$ cat src/rtl/mpsn_pkg.sv
`timescale 1ns / 1ps
// ----------------------------------------------------------------------------
// mpsn_pkg: shared types and constants of the masked pattern scanner
// Sizes of the pattern store and the byte window, command and register
// codes, and the word formats of the input and result channels.
// ----------------------------------------------------------------------------
package mpsn_pkg;

  localparam int PATTERN_MAX  = 48;
  localparam int WINDOW_DEPTH = 64;
  localparam int WORD_BYTES   = 4;
  localparam int BYTE_W       = 8;
  localparam int ADDR_W       = 32;

  // Index of one window cell, and a fill count that can hold the depth itself.
  localparam int AGE_W  = $clog2(WINDOW_DEPTH);
  localparam int FILL_W = $clog2(WINDOW_DEPTH + 1);

  // Width of the small window arithmetic (need, fill, drain step); it holds
  // a full window plus the largest need with room to spare.
  localparam int KV_W = 8;

  localparam int CFG_IDX_W  = 3;
  localparam int CFG_DATA_W = 16;

  localparam logic CMD_LOAD = 1'b0;
  localparam logic CMD_BYTE = 1'b1;

  typedef enum logic [CFG_IDX_W-1:0] {
    CFG_PATTERN_LENGTH = 3'd0,
    CFG_OCCURRENCE     = 3'd1,
    CFG_WORD_OFFSET    = 3'd2,
    CFG_RELATIVE_MODE  = 3'd3,
    CFG_DEREF_POINTER  = 3'd4
  } cfg_reg_t;

  typedef logic [BYTE_W-1:0] byte_t;
  typedef logic [ADDR_W-1:0] addr_t;

  typedef struct packed {
    logic       command;
    logic [5:0] pattern_index;
    byte_t      byte_value;
    logic       must_match;
    addr_t      byte_address;
    logic       last_byte;
  } mpsn_in_t;

  typedef struct packed {
    logic  found;
    addr_t result_value;
    addr_t match_address;
    logic  pointer_read_needed;
  } mpsn_out_t;

endpackage

$ cat src/rtl/mpsn_win_cell.sv
`timescale 1ns / 1ps
// ----------------------------------------------------------------------------
// mpsn_win_cell: one byte cell of the scan window
// Holds one byte and takes its neighbor's byte on every shift.
// ----------------------------------------------------------------------------
module mpsn_win_cell
  import mpsn_pkg::*;
(
  input  logic  clk,
  input  logic  shift_en,
  input  byte_t d_in,
  output byte_t q,
  output byte_t q_nxt
);

  byte_t q_r;

  // The value after this cycle's shift, so the compare sees the new window.
  assign q_nxt = shift_en ? d_in : q_r;
  assign q     = q_r;

  always_ff @(posedge clk) begin
    q_r <= q_nxt;
  end

endmodule

$ cat config.mk
export PLATFORM = sky130hd
export DESIGN_NAME = mpsn_win_cell
export DESIGN_NICKNAME = d
export VERILOG_FILES = /design/src/rtl/mpsn_pkg.sv /design/src/rtl/mpsn_win_cell.sv
export SDC_FILE = /design/constraint.sdc
export NUM_CORES = 1
export LEC_CHECK = 0
export BUFFER_PORTS_ARGS = -buffer_cell sky130_fd_sc_hd__buf_2
export CORE_AREA = 2 2 39 41
export DETAILED_ROUTE_END_ITERATION = 8
export DIE_AREA = 0 0 41 43
export GPL_TIMING_DRIVEN = 0
export HOLD_SLACK_MARGIN = 0.06
export PLACE_DENSITY = 0.5
export SLEW_MARGIN = 0
export SYNTH_ARGS = -nofsm -noshare
export SYNTH_HDL_FRONTEND = slang
export SYNTH_SLANG_ARGS = --single-unit
export TNS_END_PERCENT = 100
$ cat constraint.sdc
create_clock -name clk -period 1.22 [get_ports clk]
set_clock_uncertainty 0.2 [all_clocks]
set_input_delay 0.122 -clock clk [delete_from_list [all_inputs] [get_ports clk]]
set_output_delay 0.122 -clock clk [all_outputs]
set_load 0.02 [all_outputs]
==> qor.csv, run 1 <==
metric;value;unit
ratio of cells with drive above 1 in the final layout;93.18;%
Worst IR Drop VDD;0.0005962;V
post-route ant nets;0;
Via density;3.883;
Min-Delay Endpoint;q[1];
clock root cell;clkbuf_4;
Hold Path Cell Cnt;2;
synth top area cells;dfxtp_1, mux2_4, buf_6;
CP Launch Type;flip-flop;
Layout area overhead;75.11;%
Final Max Tran Viols;0;
Int Power;0.5247;mW
flip-flop count of the largest register after layout;8;
largest net degree at the start of global routing;9;
ant diodes;0;
f_max;777.1;MHz
Synth area leader;dfxtp_1;
drt total wl;646;um
min cycle time layout;1287;ps
DP HPWL;465.8;um
vias in the first global route;222;
RR Endpoint;q[2];
DR DRC count;0;
CTS tree;yes;
max_slew headroom;92.32;%
Initial Util;21.07;%
Seq/Total Area, Yosys;54.94;%
Max Used Layer;met3;
final-report hold violation count;8;
Leak;0.2647;nW
sw frac;28.55;%
outcome;finished with violations;
Final WS setup;-66.82;ps
Core Area;1384;um2
Fillers;147;
synth unique cells;3;
RSZ-0062 raised after global routing;true;
Post-DP Area;431.7;um2
Synth Warn #;0;
depth of the CTS H-tree;1;
Max clock buf depth;2;
Nets;56;
routed wl met3;39;um
failing checks;negative hold slack, negative setup slack;
first-pass GRT wire length;917;um
Mapped Area;291.5;um2
Sinks on Clock Net;8;
Port Buffers;24;
part of the power in combinational logic;32.2;%
hold_ws;-77.35;ps
RePlAce Congestion;0.5759;
Overflow after GRT;0;
R2R setup slack;310;ps
via count;233;
Final period util;105.5;%
Worst Max-Slew Pin Slew;115.2;ps
worst hold start;d_in[1];
First-pass DRT Iterations;2;
TNS Setup;-463.7;ps
R2R Path Start;q[2];
total CTS buffers;3;
Iteration-0 DRC Markers;1;
FP Rows;14;
P per Cell Area;1438;nW/um2
die area;1763;um2
Synth top area share;54.94;%
switching power;0.2096;mW
wire per inst;10.77;um
Mean Syn Cell Area;17.15;um2
number of max-cap violations;0;
CP endpoint kind;primary output;
Worst Hold Class;in -> reg;
Die W;41;um
total track usage;8.643;%
Final setup viols;8;
WP data required;900;ps
clock power share;26.2;%
initial antenna violation count;0;
sequential power share;41.5;%
CP Max Fanout;2;
post-route cell area;510.5;um2
post-synthesis net count;27;
I/O pin total;26;
Clock transition at path regs;50;ps
worst path arrival time;960;ps
Design Power;0.7343;mW
M1 wire length;259;um
pre-CTS setup slack;158.6;ps
met2 routed WL;347;um
critical path type;reg -> out;
Yosys reg bits;8;
clk_lat worst skew;240;ps
Gate Count Post-Synth;17;
reg2reg path depth;1;
Die Y;43;um
[critical path: stages, from the launching register on]
cell and delay (ps):
dfxtp_2 310, mux2_4 280, buf_6 130
[kinds of logic after synthesis]
kind of cell,Yosys count,synth area share (%)
buf+inv,1,3.862
flops,8,54.93
mux,8,41.20
[placed cells by master, fill, tap and decap left out]
| master | count |
|---|---|
| mux2_4 | 8 |
| clkbuf_4 | 3 |
| buf_2 | 16 |
| dfxtp_1 | 3 |
| buf_6 | 9 |
| dfxtp_2 | 5 |
[through the flow]
step / utilization (%) / hold WS (ps) / instances
finish: 36.89 / -77.35 / 60
global route: 36.89 / -99.69 / 60
CTS: 36.44 / -84.21 / 60
detailed placement: 31.19 / 162.0 / 57
global placement: 31.19 / 157.8 / 57
floorplan: - / 130.1 / 17
[worst max path at each step]
stage                  start       end  cells past startpoint  slack [ps]
CTS                     q[6]  q_nxt[6]                      2         -70
finish                  q[2]  q_nxt[2]                      2         -70
global placement    shift_en  q_nxt[6]                      3         160
floorplan               q[0]      q[0]                      1         210
detailed placement  shift_en  q_nxt[4]                      3         160
global route            q[2]  q_nxt[2]                      2        -110
[cell usage after synthesis]
cell,number
mux2_4,8
dfxtp_1,8
buf_6,1
[power groups by stage]
stage	combinational (mW)	clock (mW)	sequential [mW]
after floorplan	0.0962	0	0.343
after CTS	0.238	0.201	0.302
after detailed placement	0.198	0	0.307
final	0.237	0.193	0.305
after global routing	0.247	0.227	0.310
after global placement	0.198	0	0.307
[what timing repair did]
item / in CTS / in global routing
setup buffers: 0 / 0
gates resized for setup: 16 / 5
endpoints found under the hold margin: 8 / 8
pin swaps: 0 / 0
endpoints found under the setup margin: 8 / 8
[area by class of cell]
class | count | area (um2) | share of cell area [%]
buffer | 1 | 11.26 | 2.206
clock buffer | 3 | 22.52 | 4.412
multi-input combinational | 8 | 120.1 | 23.53
sequential | 8 | 166.4 | 32.60
tap | 16 | 20.02 | 3.922
timing repair buffer | 24 | 170.2 | 33.33
[layer usage]
| layer | vias up | global-route usage [%] |
|---|---|---|
| met5 | - | 0 |
| met4 | 0 | 6.000 |
| met3 | 0 | 6.283 |
| met2 | 7 | 11.25 |
| met1 | 111 | 9.355 |
| li1 | 115 | - |
No activity file was read; power rests on OpenSTA's default activity.
==> inputs of run 2 (changes only) <==
--- a/config.mk
+++ b/config.mk
@@ -5,13 +5,15 @@
 export SDC_FILE = /design/constraint.sdc
 export NUM_CORES = 1
 export LEC_CHECK = 0
+export ABC_AREA = 1
 export BUFFER_PORTS_ARGS = -buffer_cell sky130_fd_sc_hd__buf_2
 export CORE_AREA = 2 2 39 41
 export DETAILED_ROUTE_END_ITERATION = 8
 export DIE_AREA = 0 0 41 43
 export GPL_TIMING_DRIVEN = 0
 export HOLD_SLACK_MARGIN = 0.06
-export PLACE_DENSITY = 0.5
+export PLACE_DENSITY = 0.48
+export REMOVE_ABC_BUFFERS = 1
 export SLEW_MARGIN = 0
 export SYNTH_ARGS = -nofsm -noshare
 export SYNTH_HDL_FRONTEND = slang
==> run 2 against run 1 <==
Compared with the run above:
- the flow finishes with violations (negative hold slack)
- via count increased by 29%
- power decreased by 8.6%
- sequential power decreased by 2%
- first-iteration DRC count decreased by 100%
- non-clock buffer count unchanged
- worst setup slack improved by 130 ps
- synthesized cell count increased by 100%
- critical path type unchanged
- critical endpoint unchanged
- highest routed layer unchanged
==> qor.csv, run 2 <==
metric;value;unit
CTS tree;yes;
Seq/Total Area, Yosys;60.38;%
Clock transition at path regs;50;ps
number of flops mapped to enable cells by yosys;0;
clock root cell;clkbuf_4;
post-synthesis mux area share;0;%
fin util;33.00;%
ant diodes;0;
largest net degree at the start of global routing;10;
number of max-cap violations;0;
R2R Path Start;q[1];
f_max;864.2;MHz
DR DRC count;0;
commonest non-fill, non-tap cell in the layout;nand2_1;
Nets;73;
CP Launch Type;flip-flop;
min cycle time layout;1157;ps
R2R setup slack;460;ps
Synth top area share;60.38;%
WP data required;900;ps
Final WS setup;62.83;ps
Final setup viols;0;
max incr delay on CP;320;ps
TNS Setup;0;ps
most used cell, CP;nand2_1;
first-pass GRT wire length;966;um
Iteration-0 DRC Markers;0;
I/O pin total;26;
Hold Path Cell Cnt;3;
failing checks;negative hold slack;
Min-Delay Endpoint;q[6];
worst hold start;d_in[6];
Core Area;1384;um2
Post-DP Area;399.1;um2
Worst IR Drop VDD;0.0006044;V
critical path type;reg -> out;
outcome;finished with violations;
CP endpoint kind;primary output;
initial antenna violation count;0;
critical-path cell list;nand2_1 > nand2_1 > buf_4;
most frequent cells after synthesis;nand2_1, dfxtp_1, buf_6, inv_2;
wire per inst;8.909;um
post-CTS setup buffer count;0;
Die Y;43;um
total CTS buffers;3;
Port Buffers;25;
commonest cells after routing, fill and taps aside;nand2_1, buf_2, dfxtp_1;
Synth area leader;dfxtp_1;
First-pass DRT Iterations;1;
Slowest-stage cell, CP;dfxtp_1;
Synth Area in XOR/XNOR;0;%
flip-flop count of the largest register after layout;8;
Worst Hold Class;in -> reg;
FP Rows;14;
Mean Syn Cell Area;7.802;um2
max_slew headroom;87.24;%
area fraction in compound gates after synthesis;0;%
worst path arrival time;840;ps
post-route ant nets;0;
die area;1763;um2
reg2reg path depth;2;
non-filler instance count after layout;77;
Adder-Cell Fraction of Synth Area;0;%
RePlAce Congestion;0.5326;
Layout area overhead;72.17;%
pre-CTS setup slack;141.7;ps
Die W;41;um
CP Max Fanout;2;
depth of the CTS H-tree;1;
Via density;3.896;
Simple-Gate Fraction of Synth Area;33.96;%
Final Max Tran Viols;0;
Mapped Area;265.3;um2
via count;300;
Max clock buf depth;2;
Worst Max-Slew Pin Slew;191.4;ps
most common cell in the netlist;nand2_1;
total track usage;8.551;%
drt total wl;686;um
Most used DFF post-synth;dfxtp_1;
Gate Count Post-Synth;34;
clk_lat worst skew;240;ps
Yosys reg bits;8;
RR Endpoint;q[1];
Overflow after GRT;0;
hold_ws;-109.2;ps
Sinks on Clock Net;8;
Synth Warn #;0;
synth top area cells;dfxtp_1, nand2_1, buf_6;
final-report hold violation count;8;
largest family of logic cells by synthesized area;simple AND/OR/NAND/NOR gates;
Design Power;0.6712;mW
vias in the first global route;251;
critical path startpoint;q[2];
synth unique cells;4;
ys async rst share;0;%
Initial Util;19.17;%
Leak;0.2674;nW
P per Cell Area;1470;nW/um2
placed insts;74;
ratio of cells with drive above 1 in the final layout;50.82;%
post-route cell area;456.7;um2
Final period util;94.85;%
-- run 2: cell types whose count changed after synthesis --
| cell | change |
|---|---|
| inv_2 | +1 |
| mux2_4 | -8 |
| nand2_1 | +24 |
-- run 2: kinds of logic (layout without fill, tap and decap cells) --
kind of cell  after synthesis  in the layout
flops                       8              8
buf+inv                     2             29
simple gates               24             24
-- run 2: worst max-delay path by stage --
stage                     endpoint  slack (ps)  cells after the start
after CTS                 q_nxt[4]          30                      3
final                     q_nxt[2]          60                      3
after global placement    q_nxt[4]         140                      5
after detailed placement  q_nxt[4]         140                      5
after global routing      q_nxt[1]         -10                      3
after floorplan           q_nxt[0]         240                      2
-- run 2: power by group --
group          internal, mW  switching [mW]
clock network         0.112          0.0813
registers             0.287          0.0107
logic                0.0719           0.108
-- run 2: per-layer routing --
layer / part of all wire, % / up-vias / global-route usage, %
met5: 0 / - / 0
met3: 7.9 / 0 / 3.141
li1: - / 156 / -
met2: 48 / 14 / 11.88
met1: 44 / 130 / 10.36
met4: 0 / 0 / 6.000
-- run 2: layout make-up --
type,count,area (um2)
fill,157,927.1
sequential,8,161.4
timing repair buffer,25,156.4
multi-input combinational,24,92.59
clock buffer,3,22.52
tap,16,20.02
inverter,1,3.754
-- run 2: critical path: cells and delay by family (launching register included) --
| kind | cells | cell delay (ps) |
|---|---|---|
| AND/OR/NAND/NOR | 2 | 130 |
| flip-flops | 1 | 320 |
| buffers and inverters | 1 | 140 |
-- run 2: timing repair --
action | in CTS | in global routing
endpoints found under the setup margin | 0 | 8
endpoints found under the hold margin | 8 | 8
gates resized for setup | 0 | 13
