**config.mk**
```make
export PLATFORM = sky130hd
export DESIGN_NAME = mpsn_pat_cell
export DESIGN_NICKNAME = d
export VERILOG_FILES = /design/src/rtl/mpsn_pkg.sv /design/src/rtl/mpsn_pat_cell.sv
export SDC_FILE = /design/constraint.sdc
export NUM_CORES = 1
export LEC_CHECK = 0
export ABC_AREA = 1
export BUFFER_PORTS_ARGS = -buffer_cell sky130_fd_sc_hd__buf_2
export CAP_MARGIN = 30
export CORE_MARGIN = 1
export CORE_UTILIZATION = 25
export CTS_CLUSTER_DIAMETER = 80
export DETAILED_ROUTE_END_ITERATION = 6
export SYNTH_ARGS = -nofsm -noshare
export SYNTH_HDL_FRONTEND = slang
export SYNTH_SLANG_ARGS = --single-unit
```
**constraint.sdc**
```tcl
create_clock -name clk -period 1.6 [get_ports clk]
set_input_delay 0.24 -clock clk [delete_from_list [all_inputs] [get_ports clk]]
set_output_delay 0.24 -clock clk [all_outputs]
set_load 0.03 [all_outputs]
```
**src/rtl/mpsn_pkg.sv**
```systemverilog
`timescale 1ns / 1ps
// ----------------------------------------------------------------------------
// mpsn_pkg: shared types and constants of the masked pattern scanner
// Sizes of the pattern store and the byte window, command and register
// codes, and the word formats of the input and result channels.
// ----------------------------------------------------------------------------
package mpsn_pkg;

  localparam int PATTERN_MAX  = 48;
  localparam int WINDOW_DEPTH = 64;
  localparam int WORD_BYTES   = 4;
  localparam int BYTE_W       = 8;
  localparam int ADDR_W       = 32;

  // Index of one window cell, and a fill count that can hold the depth itself.
  localparam int AGE_W  = $clog2(WINDOW_DEPTH);
  localparam int FILL_W = $clog2(WINDOW_DEPTH + 1);

  // Width of the small window arithmetic (need, fill, drain step); it holds
  // a full window plus the largest need with room to spare.
  localparam int KV_W = 8;

  localparam int CFG_IDX_W  = 3;
  localparam int CFG_DATA_W = 16;

  localparam logic CMD_LOAD = 1'b0;
  localparam logic CMD_BYTE = 1'b1;

  typedef enum logic [CFG_IDX_W-1:0] {
    CFG_PATTERN_LENGTH = 3'd0,
    CFG_OCCURRENCE     = 3'd1,
    CFG_WORD_OFFSET    = 3'd2,
    CFG_RELATIVE_MODE  = 3'd3,
    CFG_DEREF_POINTER  = 3'd4
  } cfg_reg_t;

  typedef logic [BYTE_W-1:0] byte_t;
  typedef logic [ADDR_W-1:0] addr_t;

  typedef struct packed {
    logic       command;
    logic [5:0] pattern_index;
    byte_t      byte_value;
    logic       must_match;
    addr_t      byte_address;
    logic       last_byte;
  } mpsn_in_t;

  typedef struct packed {
    logic  found;
    addr_t result_value;
    addr_t match_address;
    logic  pointer_read_needed;
  } mpsn_out_t;

endpackage

```
**src/rtl/mpsn_pat_cell.sv**
```systemverilog
`timescale 1ns / 1ps
// ----------------------------------------------------------------------------
// mpsn_pat_cell: one pattern position with its compare
// Stores a pattern byte and its care bit and compares one window byte.
// ----------------------------------------------------------------------------
module mpsn_pat_cell
  import mpsn_pkg::*;
(
  input  logic  clk,
  input  logic  rst_n,
  input  logic  wr_en,
  input  logic  wr_care,
  input  byte_t wr_byte,
  input  byte_t tap_byte,
  output logic  hit
);

  byte_t pat_r;
  logic  care_r;

  always_ff @(posedge clk) begin
    if (!rst_n) begin
      care_r <= 1'b0;
    end else if (wr_en) begin
      care_r <= wr_care;
    end
  end

  always_ff @(posedge clk) begin
    if (wr_en) begin
      pat_r <= wr_byte;
    end
  end

  // A wildcard position always hits.
  assign hit = !care_r || (tap_byte == pat_r);

endmodule

```
==> metrics.yaml, run 1 <==
place_congestion: 0.675
cpLargestDelayFamily: "flip-flops"
via_per_inst: 3.96
synth_area_um2: 414
synth_nets: 64
startpoint_type: "register"
die_w_um: 42.7
combPwrFrac_pct: 13.6
slowest_stage: "edfxtp_1"
clock_sinks: 9
post_drt_wl_per_cell_um: 7.86
cp_common_cell: "nand2_1"
io_pins: 21
cellPowerDensity_nw_per_um2: 920
tightest_slew_ns: 0.209
cts_made_buffers: 3
nFillCells: 160
cts_hold_buf: 0
rows: 14
switching_share_pct: 22.1
fin_nets: 89
min_period_ns: 1.49
synth_cells: 44
grt_pass1_wl_um: 1080
post_synth.cell_area_avg_um2: 9.41
final_util_pct: 37.5
max_freq_mhz: 671
skew_ns: 0
ys_seq_elements: 9
clk_pin_slew_ns: 0.06
dr.pass1.iters: 2
yosys_warnings: 0
power_switching_uw: 116
die_h_um: 42.7
crit_path_end_kind: "primary output"
path_cells: "xnor2_1 > nand2_1 > nor2_2 > nand2_1 > nand2_1 > buf_6"
post_cts_buffers: 0
drv_slew: 0
worstHoldStart: "wr_byte[4]"
instances_no_fill: 84
clkPwrFrac_pct: 32.5
max_cap_viol_count: 0
vdd.ir_drop.worst_uv: 460
maxSlewHeadroom_pct: 86.0
hold_path_class: "input port to register"
drive_gt1_share_pct: 36.8
grt.total_usage_pct: 8.36
antenna_cells: 0
tritoncts: "yes"
p_int_uw: 410
wl_um: 660
cp.depth: 6
tns_ns: 0
startpoint: "pat_r[5]"
design.core.area_um2: 1520
r2r_slack_ns: 0.98
postRouteAntennaNets: 0
htreeDepth: 1
crit_end: "hit"
p_leak_nw: 0.289
synth-seq-area-share_pct: 62.8
grt_start_max_net_pins: 11
hpwlAfterDp_um: 512
dieArea_um2: 1820
drc: 0
worstPathMaxFanout: 1
path_buf_inv: 1
status: "completed"
hold_violations: 0
antenna_found_initial: 0
min_period_over_period_pct: 93.1
dp.cells: 80
grt_pass1_vias: 297
portBuffers: 20
overflow: 0
syn_to_final_growth_pct: 38.1
yosysUniqueCellTypes: 8
r2r_cells: 2
clock_path_buffers: 2
clock_latency_ns: 0.25
critPathArrivalTime_ns: 1.25
first_iter_violations: 2
setup_viol: 0
r2r-end: "care_r"
vias: 333
pwr-share-seq_pct: 53.9
worst-setup-path-type: "register to primary output"
rsz0062_at_grt: "yes"
cp_slowest_stage_delay_ns: 0.38
r2r-start: "care_r"
start_util_pct: 27.2
root_buffer: "clkbuf_4"
timing.critical_path.required_ns: 1.36
-- layout by cell type, fill, tap and decap left out --
cell type	instances
dfxtp_1	1
o21ai_0	1
inv_1	9
clkbuf_4	3
nand2_1	18
edfxtp_1	8
buf_2	19
nor2_2	2
a21oi_1	1
xnor2_1	4
buf_6	1
clkbuf_1	1
-- worst min path at each step --
stage | to | slack (ns) | cells past startpoint
after floorplan | care_r | 0.33 | 1
after detailed placement | pat_r[4] | 0.42 | 1
after global placement | pat_r[4] | 0.42 | 1
final | pat_r[4] | 0.15 | 1
after global routing | pat_r[0] | 0.14 | 1
after CTS | pat_r[4] | 0.14 | 1
-- power groups by stage --
stage	Sequential (mW)	Combinational (mW)	Clock (mW)
detailed placement	0.289	0.0674	0
global placement	0.288	0.0673	0
CTS	0.284	0.0677	0.183
finish	0.284	0.0717	0.171
floorplan	0.288	0.0350	0
global route	0.286	0.0814	0.189
-- cell usage after synthesis --
library cell	number	area (µm²)
dfxtp_1	1	20.0
edfxtp_1	8	240
inv_1	9	33.8
xnor2_1	4	35.0
nor2_1	2	7.51
o21ai_0	1	5.00
a21oi_1	1	5.00
nand2_1	18	67.6
-- state kept, by name, summed over array words and instances (netlist names) --
name / flops
care_r: 1
pat_r: 8
-- area by class of cell --
class | count | area [µm²] | share of cell area, %
multi-input cells | 26 | 125 | 21.9
flip-flops and latches | 9 | 260 | 45.5
well taps | 16 | 20.0 | 3.50
inverters | 9 | 33.8 | 5.91
clock buffers | 4 | 26.3 | 4.60
repair buffers | 20 | 106 | 18.6
-- per-layer routing --
| layer | GRT usage, % | part of all wire [%] | vias to the layer above |
|---|---|---|---|
| met1 | 10.5 | 47 | 133 |
| met2 | 11.2 | 44 | 17 |
| li1 | - | - | 181 |
| met3 | 1.28 | 6.1 | 2 |
| met5 | 0 | 0 | - |
| met4 | 9.38 | 2.7 | 0 |
-- per-stage QoR --
step | power [mW] | hold WS [ns] | cell area, µm² | setup slack (ns)
floorplan | 0.323 | 0.333 | 414 | 0.447
global placement | 0.355 | 0.416 | 534 | 0.350
detailed placement | 0.356 | 0.418 | 534 | 0.339
CTS | 0.535 | 0.140 | 561 | 0.0361
global route | 0.557 | 0.142 | 572 | -0.0163
finish | 0.526 | 0.155 | 572 | 0.110
-- cell families after synthesis --
logic type,synth area share [%]
compound gates,2.41
simple gates,18.1
buf+inv,8.16
flops,62.8
xor+xnor,8.46
-- what timing repair did --
action	CTS	global route
resized for setup	0	5
hold endpoints to repair	0	0
endpoints found under the setup margin	0	1
Note: power is estimated with default switching activity, not from simulation.
==> inputs of run 2 (changes only) <==
==> constraint.sdc (replaced) <==
create_clock -name clk -period 1.3 [get_ports clk]
set_input_delay 0.195 -clock clk [delete_from_list [all_inputs] [get_ports clk]]
set_output_delay 0.195 -clock clk [all_outputs]
set_load 0.03 [all_outputs]
==> run 2 against run 1 <==
Effect of this change: the flow now finishes with violations (negative setup slack); non-clock buffer count is the same; worst setup slack lost 0.21 ns; wire length grew 4.4%; sequential power grew 23%; highest routed layer unchanged; sequential share of layout area grew 0.40 points; clock power grew 26%; first-iteration DRC count is the same; worst hold slack lost 0.043 ns; critical path type unchanged; combinational power grew 20%; largest cell class unchanged.
==> metrics.yaml, run 2 (synthesized netlist as in run 1, its figures left out) <==
post_cts_buffers: 0  # unchanged
die_h_um: 42.7  # unchanged
rows: 14  # unchanged
hold_slack_ns: 0.112  # -0.0426 ns
grt_pass1_wl_um: 1130  # +5.1%
design_area_um2: 567  # -0.88%
dr.pass1.iters: 4  # +2
p_leak_nw: 0.289  # +0.11%
final_util_pct: 37.2  # -0.33 points
dieArea_um2: 1820  # unchanged
clock_path_buffers: 2  # unchanged
cellPowerDensity_nw_per_um2: 1150  # +25%
violations: "negative setup slack"
design.core.area_um2: 1520  # unchanged
drc: 0  # unchanged
status: "finished, violations left"
postRouteAntennaNets: 0  # unchanged
post_drt_wl_per_cell_um: 8.20  # +4.4%
clock_latency_ns: 0.25  # about the same
max_freq_mhz: 716
tightest_slew_ns: 0.209  # -0.000344 ns
portBuffers: 20  # unchanged
grt.total_usage_pct: 8.62  # +0.27 points
hold_violations: 0  # unchanged
post-place-ws_ns: 0.116  # -0.223 ns
skew_ns: 0  # unchanged
fin_nets: 89  # unchanged
io_pins: 21  # unchanged
cts_hold_buf: 0  # unchanged
largestRegisters: "pat_r: 8 flops, care_r: 1 flops"
wl_um: 689  # +4.4%
grt_start_max_net_pins: 11  # unchanged
crit_path_end_kind: "primary output"
root_buffer: "clkbuf_4"
via_per_inst: 3.95  # -0.30%
tns_ns: -0.0973  # -0.0973 ns
dpl_cell_area_um2: 534  # unchanged
antenna_found_initial: 0  # unchanged
worstPathMaxFanout: 1  # unchanged
overflow: 0  # unchanged
antenna_cells: 0  # unchanged
postLayoutSetupSlackWorst_ns: -0.0973  # -0.208 ns
clk_pin_slew_ns: 0.06  # about the same
layout_commonest_cell: "buf_2"
hold_path_class: "input port to register"
top_register: "pat_r"
largest_reg_flops: 8  # unchanged
place_congestion: 0.686  # +1.6%
hpwlAfterDp_um: 539  # +5.3%
syn_to_final_growth_pct: 36.9
setup_viol: 1  # +1
min_period_ns: 1.40
critPathArrivalTime_ns: 1.20  # -0.05 ns
clock_sinks: 9  # unchanged
vdd.ir_drop.worst_uv: 584  # +27%
worst-setup-path-type: "register to primary output"
htreeDepth: 1  # unchanged
maxSlewHeadroom_pct: 86.1  # about the same
drive_gt1_share_pct: 33.8  # -2.9 points
instances_no_fill: 84  # unchanged
max_cap_viol_count: 0  # unchanged
drv_slew: 0  # unchanged
dp.cells: 80  # unchanged
cts_made_buffers: 3  # unchanged
finalPower_uw: 650  # +24%
die_w_um: 42.7  # unchanged
tritoncts: "yes"
start_util_pct: 27.2  # unchanged
rsz0062_at_grt: "yes"
final_cell_mix: "buf_2, nand2_1, inv_1"
min_period_over_period_pct: 107
first_iter_violations: 2  # unchanged
startpoint_type: "register"
grt_pass1_vias: 311  # +4.7%
timing.critical_path.required_ns: 1.11  # -0.25 ns
vias: 332  # -0.30%
==> run 2: changes by cell type in the layout (fill, tap and decap cells not counted) <==
cell	before	now
nor2_1	0	2
nor2_2	2	0
==> run 2: where the power goes <==
part / total, mW / internal (mW) / switching (mW)
clock: 0.215 / 0.118 / 0.0968
combinational: 0.0857 / 0.0461 / 0.0395
sequential: 0.350 / 0.340 / 0.00981
==> run 2: area by class of cell <==
class                   count  area [µm²]
fillers                   169         957
multi-input cells          26         120
clock buffers               4        26.3
flip-flops and latches      9         260
inverters                   9        33.8
well taps                  16        20.0
repair buffers             20         106
==> run 2: critical path, stage by stage, from the launching register on <==
cell and delay (ns):
edfxtp_1 0.38, xnor2_1 0.15, nand2_1 0.06, nor2_1 0.10, nand2_1 0.06, nand2_1 0.07, buf_6 0.13
==> run 2: final timing paths <==
| check | startpoint | end | slack (ns) | depth (start not counted) |
|---|---|---|---|---|
| max | pat_r[5] | hit | -0.1 | 6 |
| min | wr_byte[0] | pat_r[0] | 0.11 | 1 |
| max reg2reg | care_r | care_r | 0.67 | 2 |
| min reg2reg | care_r | care_r | 0.55 | 2 |
==> run 2: per-layer routing <==
metal	up-vias	share of wire (%)	GRT usage [%]
met1	133	44	10.3
met5	-	0	0
met4	0	2.2	7.50
met2	17	45	12.7
li1	180	-	-
met3	2	8.7	2.13
==> run 2: what timing repair did <==
item,in CTS,in global routing
pin swaps,5,0
resized for setup,2,0
endpoints found under the hold margin,0,0
setup endpoints to repair,1,1
==> inputs of run 3 (changes only) <==
--- a/config.mk
+++ b/config.mk
@@ -7,11 +7,12 @@
 export LEC_CHECK = 0
 export ABC_AREA = 1
 export BUFFER_PORTS_ARGS = -buffer_cell sky130_fd_sc_hd__buf_2
-export CAP_MARGIN = 30
 export CORE_MARGIN = 1
 export CORE_UTILIZATION = 25
 export CTS_CLUSTER_DIAMETER = 80
 export DETAILED_ROUTE_END_ITERATION = 6
+export GPL_ROUTABILITY_DRIVEN = 0
+export PLACE_DENSITY = 0.63
 export SYNTH_ARGS = -nofsm -noshare
 export SYNTH_HDL_FRONTEND = slang
 export SYNTH_SLANG_ARGS = --single-unit
==> run 3 against run 2 <==
Effect of this change: the run still ends with negative setup slack left; combinational power shrank 0.7%; wire length is 3.3% lower; clock power is 2% lower; power shrank 0.78%; die area stayed put; utilization unchanged.
==> metrics.yaml, run 3 (synthesized netlist as in run 1, its figures left out) <==
fin_nets: 89  # unchanged
cp_slowest_stage_delay_ns: 0.39  # about the same
clock_sinks: 9  # unchanged
rows: 14  # unchanged
postLayoutSetupSlackWorst_ns: -0.112  # -0.0149 ns
drc: 0  # unchanged
wl_met2_um: 321  # +3.5%
power_switching_uw: 141  # -3.3%
cellPowerDensity_nw_per_um2: 1140  # -0.78%
dr.pass1.iters: 2  # -2
via_per_inst: 3.93  # -0.60%
cts_made_buffers: 3  # unchanged
rsz0062_at_grt: "yes"
final_util_pct: 37.2  # unchanged
timing.critical_path.required_ns: 1.11  # about the same
largestRegisters: "pat_r: 8 flops, care_r: 1 flops"
grt_start_max_net_pins: 11  # unchanged
top_register: "pat_r"
portBuffers: 20  # unchanged
pwr-share-seq_pct: 54.2  # +0.4 points
setup_viol: 1  # unchanged
clk_pin_slew_ns: 0.06  # about the same
r2r-end: "care_r"
worstHoldStart: "wr_byte[5]"
vias: 330  # -0.60%
tritoncts: "yes"
path_cells: "xnor2_1 > nand2_1 > nor2_1 > nand2_1 > nand2_1 > buf_6"
route.layer.met1.wl_um: 276  # -8.6%
worstPathMaxFanout: 1  # unchanged
io_pins: 21  # unchanged
r2r-start: "care_r"
cp_common_cell: "nand2_1"
top_layer_used: "met3"
grt_pass1_wl_um: 1100  # -3.0%
grt.total_usage_pct: 8.60  # -0.023 points
crit_end: "hit"
min_delay_path_depth: 1  # unchanged
p_leak_nw: 0.289  # about the same
drive_gt1_share_pct: 33.8  # unchanged
antenna_cells: 0  # unchanged
die_h_um: 42.7  # unchanged
clkPwrFrac_pct: 32.6  # -0.5 points
post-place-ws_ns: 0.0984  # -0.0177 ns
startpoint: "pat_r[6]"
start_util_pct: 27.2  # unchanged
critPathArrivalTime_ns: 1.22  # +0.02 ns
post_drt_wl_per_cell_um: 7.93  # -3.3%
cp.depth: 6  # unchanged
status: "finished, violations left"
violations: "negative setup slack"
final_cell_mix: "buf_2, nand2_1, inv_1"
htreeDepth: 1  # unchanged
antenna_found_initial: 0  # unchanged
tightest_slew_ns: 0.201  # -0.00756 ns
combPwrFrac_pct: 13.2  # about the same
drv_slew: 0  # unchanged
hold_slack_ns: 0.112  # -0.0000900 ns
root_buffer: "clkbuf_4"
overflow: 0  # unchanged
layout_commonest_cell: "buf_2"
max_cap_viol_count: 0  # unchanged
slowest_stage: "edfxtp_1"
postRouteAntennaNets: 0  # unchanged
worst-setup-path-type: "register to primary output"
hold_violations: 0  # unchanged
clock_latency_ns: 0.25  # about the same
dieArea_um2: 1820  # unchanged
min_period_over_period_pct: 109  # +1.1 points
dp.cells: 80  # unchanged
startpoint_type: "register"
r2r_cells: 2  # unchanged
path_buf_inv: 1  # unchanged
instances_no_fill: 84  # unchanged
vdd.ir_drop.worst_uv: 453  # -22%
max_freq_mhz: 708  # -1.1%
hold_path_class: "input port to register"
grt_pass1_vias: 324  # +4.2%
crit_path_end_kind: "primary output"
first_iter_violations: 3  # +1
clock_path_buffers: 2  # unchanged
r2r_slack_ns: 0.66  # about the same
wl_met3_um: 68  # +13%
design.core.area_um2: 1520  # unchanged
wl_um: 666  # -3.3%
skew_ns: 0  # unchanged
syn_to_final_growth_pct: 36.9  # unchanged
hpwlAfterDp_um: 530  # -1.6%
largest_reg_flops: 8  # unchanged
cpLargestDelayFamily: "flip-flops"
min_period_ns: 1.41  # +0.0149 ns
cts_hold_buf: 0  # unchanged
p_int_uw: 504  # about the same
maxSlewHeadroom_pct: 86.6  # +0.50 points
switching_share_pct: 21.9  # -0.58 points
die_w_um: 42.7  # unchanged
==> run 3: per-stage QoR <==
stage                     power (mW)  cell area [µm²]  setup TNS (ns)
after floorplan                0.397              414               0
after global placement         0.436              534               0
after detailed placement       0.440              534               0
after CTS                      0.657              567          -0.134
after global routing           0.682              567          -0.209
final                          0.645              567          -0.112
==> run 3: area by class of cell <==
cell class | count | area, µm²
Sequential cell | 9 | 260
Clock buffer | 4 | 26.3
Multi-Input combinational cell | 26 | 120
Inverter | 9 | 33.8
Fill cell | 158 | 957
Timing Repair Buffer | 20 | 106
Tap cell | 16 | 20.0
==> run 3: how the worst min path moves through the flow <==
stage          endpoint  slack [ns]
2_1_floorplan    care_r        0.29
3_3_place_gp   pat_r[7]        0.37
3_5_place_dp   pat_r[5]        0.38
4_1_cts        pat_r[6]        0.10
5_1_grt        pat_r[6]         0.1
6_report       pat_r[5]        0.11
==> run 3: power by group through the flow <==
stage	sequential [mW]	combinational, mW	clock, mW
3_3_place_gp	0.355	0.0818	0
6_report	0.350	0.0851	0.211
2_1_floorplan	0.354	0.0431	0
3_5_place_dp	0.356	0.0838	0
4_1_cts	0.350	0.0871	0.221
5_1_grt	0.353	0.0970	0.232
==> run 3: what timing repair did <==
item | in CTS | in global routing
pin swaps | 2 | 5
setup endpoints to repair | 1 | 1
resized for setup | 2 | 0
buffers inserted | 0 | 0
==> run 3: metal layers <==
metal	GRT usage, %	up-vias
met5	0	-
met3	2.13	0
met1	8.31	132
met2	13.9	17
li1	-	181
met4	9.38	0
